`src/rtl/core/swhc_pkg.sv`:
```
package swhc_pkg;

	localparam int WINDOW = 300;
	localparam int TS_W   = 31;
	localparam int CNT_W  = 32;
	localparam int ADDR_W = $clog2(WINDOW);
	localparam int AGE_W  = TS_W + 1;
	localparam int ENTRY_W = TS_W + CNT_W;

	// timestamp / WINDOW by reciprocal multiply, exact for every TS_W-bit stamp
	localparam int MOD_SH  = TS_W + ADDR_W;
	localparam int RECIP_W = TS_W + 1;
	localparam int QUO_W   = TS_W + RECIP_W - MOD_SH;
	localparam logic [RECIP_W-1:0] RECIP =
		RECIP_W'(((64'd1 << MOD_SH) + 64'(WINDOW) - 64'd1) / 64'(WINDOW));

	localparam logic [CNT_W-1:0] CNT_MAX = '1;

	typedef enum logic {
		OP_HIT   = 1'b0,
		OP_QUERY = 1'b1
	} op_t;

	typedef enum logic [2:0] {
		ST_CLEAR,
		ST_IDLE,
		ST_MOD,
		ST_HIT_RD,
		ST_HIT_WR,
		ST_Q_RD,
		ST_Q_ACC,
		ST_Q_OUT
	} state_t;

	// controller -> datapath
	typedef struct packed {
		logic ld_item;
		logic mod_step;
		logic hit_rd;
		logic hit_wr;
		logic q_rd;
		logic clr_wr;
		logic out_load;
	} cmd_t;

	// datapath -> controller
	typedef struct packed {
		logic mod_last;
		logic sweep_last;
		logic out_free;
	} stat_t;

endpackage

```
`src/rtl/core/swhc_ctrl.sv`:
```
module swhc_ctrl (
	input  logic           clk,
	input  logic           arst_n,
	input  logic           s_tvalid,
	input  logic           s_op,
	output logic           s_tready,
	input  swhc_pkg::stat_t stat,
	output swhc_pkg::cmd_t  cmd
);

	swhc_pkg::state_t state_q, state_d;

	always_ff @(posedge clk or negedge arst_n) begin
		if (!arst_n) begin
			state_q <= swhc_pkg::ST_CLEAR;
		end else begin
			state_q <= state_d;
		end
	end

	always_comb begin
		state_d  = state_q;
		cmd      = '0;
		s_tready = 1'b0;
		case (state_q)
			swhc_pkg::ST_CLEAR: begin
				cmd.clr_wr = 1'b1;
				if (stat.sweep_last) begin
					state_d = swhc_pkg::ST_IDLE;
				end
			end
			swhc_pkg::ST_IDLE: begin
				s_tready = 1'b1;
				if (s_tvalid) begin
					cmd.ld_item = 1'b1;
					if (s_op == swhc_pkg::OP_QUERY) begin
						state_d = swhc_pkg::ST_Q_RD;
					end else begin
						state_d = swhc_pkg::ST_MOD;
					end
				end
			end
			swhc_pkg::ST_MOD: begin
				cmd.mod_step = 1'b1;
				if (stat.mod_last) begin
					state_d = swhc_pkg::ST_HIT_RD;
				end
			end
			swhc_pkg::ST_HIT_RD: begin
				cmd.hit_rd = 1'b1;
				state_d    = swhc_pkg::ST_HIT_WR;
			end
			swhc_pkg::ST_HIT_WR: begin
				cmd.hit_wr = 1'b1;
				state_d    = swhc_pkg::ST_IDLE;
			end
			swhc_pkg::ST_Q_RD: begin
				cmd.q_rd = 1'b1;
				if (stat.sweep_last) begin
					state_d = swhc_pkg::ST_Q_ACC;
				end
			end
			swhc_pkg::ST_Q_ACC: begin
				state_d = swhc_pkg::ST_Q_OUT;
			end
			swhc_pkg::ST_Q_OUT: begin
				if (stat.out_free) begin
					cmd.out_load = 1'b1;
					state_d      = swhc_pkg::ST_IDLE;
				end
			end
			default: begin
				state_d = swhc_pkg::ST_IDLE;
			end
		endcase
	end

endmodule

```
`config.mk`:
```
export PLATFORM = sky130hd
export DESIGN_NAME = swhc_ctrl
export DESIGN_NICKNAME = d
export VERILOG_FILES = /design/src/rtl/core/swhc_pkg.sv /design/src/rtl/core/swhc_ctrl.sv
export SDC_FILE = /design/constraint.sdc
export NUM_CORES = 1
export LEC_CHECK = 0
export ABC_AREA = 1
export BUFFER_PORTS_ARGS = -buffer_cell sky130_fd_sc_hd__buf_2
export CAP_MARGIN = 5
export CORE_AREA = 5 5 42 44
export CTS_CLUSTER_DIAMETER = 60
export DETAILED_ROUTE_END_ITERATION = 6
export DIE_AREA = 0 0 47 49
export PLACE_DENSITY = 0.45
export SETUP_SLACK_MARGIN = 0.5
export SYNTH_ARGS = -nofsm -noshare
export SYNTH_HDL_FRONTEND = slang
export SYNTH_SLANG_ARGS = --single-unit
```
`constraint.sdc`:
```
create_clock -name clk -period 1.7 [get_ports clk]
set_clock_uncertainty 0.2 [all_clocks]
set_input_delay 0.34 -clock clk [delete_from_list [all_inputs] [get_ports clk]]
set_output_delay 0.34 -clock clk [all_outputs]
set_load 0.03 [all_outputs]
```
Yosys cells after proc, flatten, opt, wreduce, memory -nomap -nowiden
Index checks and enable logic that the tools add are counted.
- register bits: 3
- bits in latches: 0
- memory bits (writable): 0
- ROM bits: 0
- memories kept: 0
- add/subtract/negate cells: 0
- $mul: 0
- div/mod/pow operators: 0
- $lt $le $gt $ge: 0
- equality and inequality tests: 12
- shift operators: 0
- mux-type cells: 17
- bitwise gates (word level): 0
- reduce and logical (&&, ||, !) cells: 2
- operators by type and width (kind ; count):
    case mux 3 bit (8 select lines) ; 1
    2-to-1 mux 3 bit ; 6
    equality test 3 bit (second input constant) ; 4
    2-to-1 mux 1 bit ; 10
    != test 2 bit (second input constant) ; 5
    equality test 3 x 2 -> 1 bit (second input constant) ; 2
    AND reduction 5 bit ; 1
    equality test 3 x 1 -> 1 bit (second input constant) ; 1
    zero test 3 bit ; 1

Depth between registers and ports, before layout
- depth in word-level cells: 3
- gate-level depth with buffers: 7

Least setup slack after synthesis
No wires, ideal clock.
- path kind: flip-flop to output port
- start: reg state_q[0]
- end: out cmd[6] (netlist bit)
- arrival: 1455 ps
- data required time: 1160 ps
- slack: -295 ps
- stages on the path, launching flop included: 3
- path buffers: 0
- cells stage by stage: dfrtp_1 > inv_2 > nor4_1
- RTL lines (what ; line ; source):
    start: declaration ; swhc_ctrl.sv:11 ; swhc_pkg::state_t state_q, state_d;
    start signal: assignment ; swhc_ctrl.sv:15 ; state_q <= swhc_pkg::ST_CLEAR;
    start signal: assignment ; swhc_ctrl.sv:17 ; state_q <= state_d;
    end: declaration ; swhc_ctrl.sv:8 ; output swhc_pkg::cmd_t cmd

==> results.toml <==
[power_and_ir_drop]
p_sw_uw = 681.7
pwr-share-comb_pct = 73.2
leakage_nw = 0.3240
swShare_pct = 51.43
clockPowerShare_pct = 9.2
peakVddDrop_mv = 0.6664
p_int_uw = 643.8
power_frac_seq_pct = 17.6
p_per_area_mw_per_mm2 = 2061
finalPower_mw = 1.325

[clock_tree]
numCtsBuffers = 3
clk_pin_slew_ns = 0.04
cts.sinks = 3
clk_latency_ns = 0.23
h-tree-depth = 1
cts_buffer_depth = 2
cts_tree = "done"
cts_root_buf = "clkbuf_4"

[cells_and_area]
n_fill_cell = 149
drive_above_1_share_pct = 65.79
layout-area-overhead-vs-synth_pct = 113.3
largestRegisters = "state_q (3)"
multiInputGateArea_um2 = 265.3
regArea_um2 = 78.83
most-common-layout-cells = "11 x nand2_1, 10 x buf_6, 6 x buf_2, 6 x buf_4, 5 x inv_4"
nets = 84
diodes = 0
fin_cells = 92
largest_reg_flops = 3
final_common_cell = "nand2_1"
regMostFlops = "state_q"

[placed_design]
dp_cells = 80
dp_hpwl_um = 686.5
io_buffers = 14
gp_congestion = 0.7259

[synth]
yosys.cell_types.count = 15
syn_nets = 56
syn_inst = 49
ys_seq_elements = 3
ys_seq_area_share_pct = 24.90
synthTopCellsByArea = "dfrtp_1 25%, nand2_1 15%, inv_1 10%, nor2_1 7.5%, nor2_4 7.5%"
synth_top_cell_by_area = "dfrtp_1"
yosysTopAreaCellShare_pct = 24.90
avgSynthCellArea_um2 = 6.154
yosysWarningCount = 0
netlist_area_um2 = 301.5

[sta]
relSlewSlack_pct = 83.70
finalWorstSetupSlack_ns = -0.01345
hold_violations = 0
maxSlewViolCount = 0
rsz0062_at_grt = "true"
fin_crit_ns = 1.713
fmax_mhz = 583.6
final-setup-viol-count = 1
finalCritPeriodShare_pct = 100.8
tightest_slew_ns = 0.2445

[critical_path]
crit_path_start_kind = "flip-flop"
path_cells = "nor4_4 -> buf_4"
crit_path_max_fanout = 6
criticalPathCategory = "reg -> out"
cpMaxStageDelayCell = "dfrtp_2"
worst_ep_arrival_time_ns = 1.17
end_kind = "output port"
rr_startpoint = "state_q[1]"
worstPathRequired_ns = 1.16
crit_path_start = "state_q[2]"
max_stage_delay_ns = 0.49

[global_routing]
grt_max_degree = 8
grt_pass1_wl_um = 1483
grt_overflow_total = 0
antenna_found_initial = 0
grt_use_total_pct = 8.815
grt_pass1_vias = 373

[outcome]
status = "finished, violations left"
violations = "setup timing"

[floorplanning]
die_w_um = 47
die_area_mm2 = 0.002303
row_count = 14
die_h_um = 49
num_io_pins = 15
core_area_mm2 = 0.001401
start_util_pct = 21.52

[route]
totalWireLength_um = 954
drc = 0
dr_total_vias = 386
via_per_inst = 4.196
drt-pass1-iter-count = 5
wl_per_cell_um = 10.37
ant_nets = 0
drt_iter0_markers = 4

[hold_path]
hold_path.class = "in -> async"

[run]
cap_violations = 0
worst max-delay path: cells and delay by family, from the launching register on:
kind | cells | cell delay, ns
flip-flops | 1 | 0.49
AND/OR/NAND/NOR | 1 | 0.26
buffers and inverters | 1 | 0.19
worst paths after layout:
| kind | endpoint | slack (ns) | depth (start not counted) |
|---|---|---|---|
| min in group clk | state_q[2] | 0.25 | 4 |
| max reg2reg | state_q[0] | 0.21 | 8 |
| min reg2reg | state_q[0] | 0.41 | 2 |
| max in group asynchronous | state_q[2] | 0.94 | 2 |
| min | state_q[1] | 0.24 | 2 |
| max | cmd[6] | -0.01 | 2 |
cell families (layout without fill, tap and decap cells):
group                  count (synthesis)  in the layout  synth area share [%]
AO/OA/AOI/OAI                          3              3                 4.978
buffers and inverters                 10             37                 12.45
flip-flops                             3              3                 24.90
AND/OR/NAND/NOR                       33             33                 57.68
cells in the mapped netlist, drive strengths merged:
library cell  instances
inv                  10
nand2                14
dfrtp                 3
o21ai                 1
nor3                  1
nand4                 3
nor4                  1
nor2                  9
a21oi                 2
nand3                 5
power by group through the flow:
stage / Clock [mW] / Combinational, mW / Sequential, mW
4_1_cts: 0.129 / 0.862 / 0.220
2_1_floorplan: 0 / 0.573 / 0.209
5_1_grt: 0.136 / 1.05 / 0.239
3_5_place_dp: 0 / 0.714 / 0.225
3_3_place_gp: 0 / 0.725 / 0.228
6_report: 0.122 / 0.970 / 0.233
timing repair:
item,CTS,global route
resized for setup,12,11
setup buffers,4,3
endpoints found under the setup margin,11,11
hold buffers,1,0
pin swaps,1,10
hold endpoints to repair,3,0
area by class of cell:
type | instances | share of cell area [%]
multi-input cells | 36 | 41.25
repair buffers | 23 | 30.74
flip-flops and latches | 3 | 12.26
inverters | 10 | 8.560
clock buffers | 4 | 4.086
well taps | 16 | 3.113
through the flow:
stage | hold WS, ns | setup TNS [ns] | util (%) | worst slack, ns | area [um^2]
floorplan | -0.1556 | 0 | - | 0.2061 | 381.6
global placement | -0.06104 | 0 | 34.20 | 0.1631 | 479.2
detailed placement | -0.06061 | 0 | 34.20 | 0.1887 | 479.2
CTS | 0.2304 | -0.02244 | 41.52 | -0.01359 | 581.8
global route | 0.2647 | -0.1708 | 45.89 | -0.04166 | 643.1
finish | 0.2358 | -0.01345 | 45.89 | -0.01345 | 643.1
per-layer routing:
metal	vias to the layer above	track usage, %	part of all wire (%)
met5	-	0	0
met4	0	6.912	0
met3	0	1.476	4.9
met2	9	13.35	56
met1	165	10.38	39
li1	212	-	-
Power figures use the tool's default switching activity.
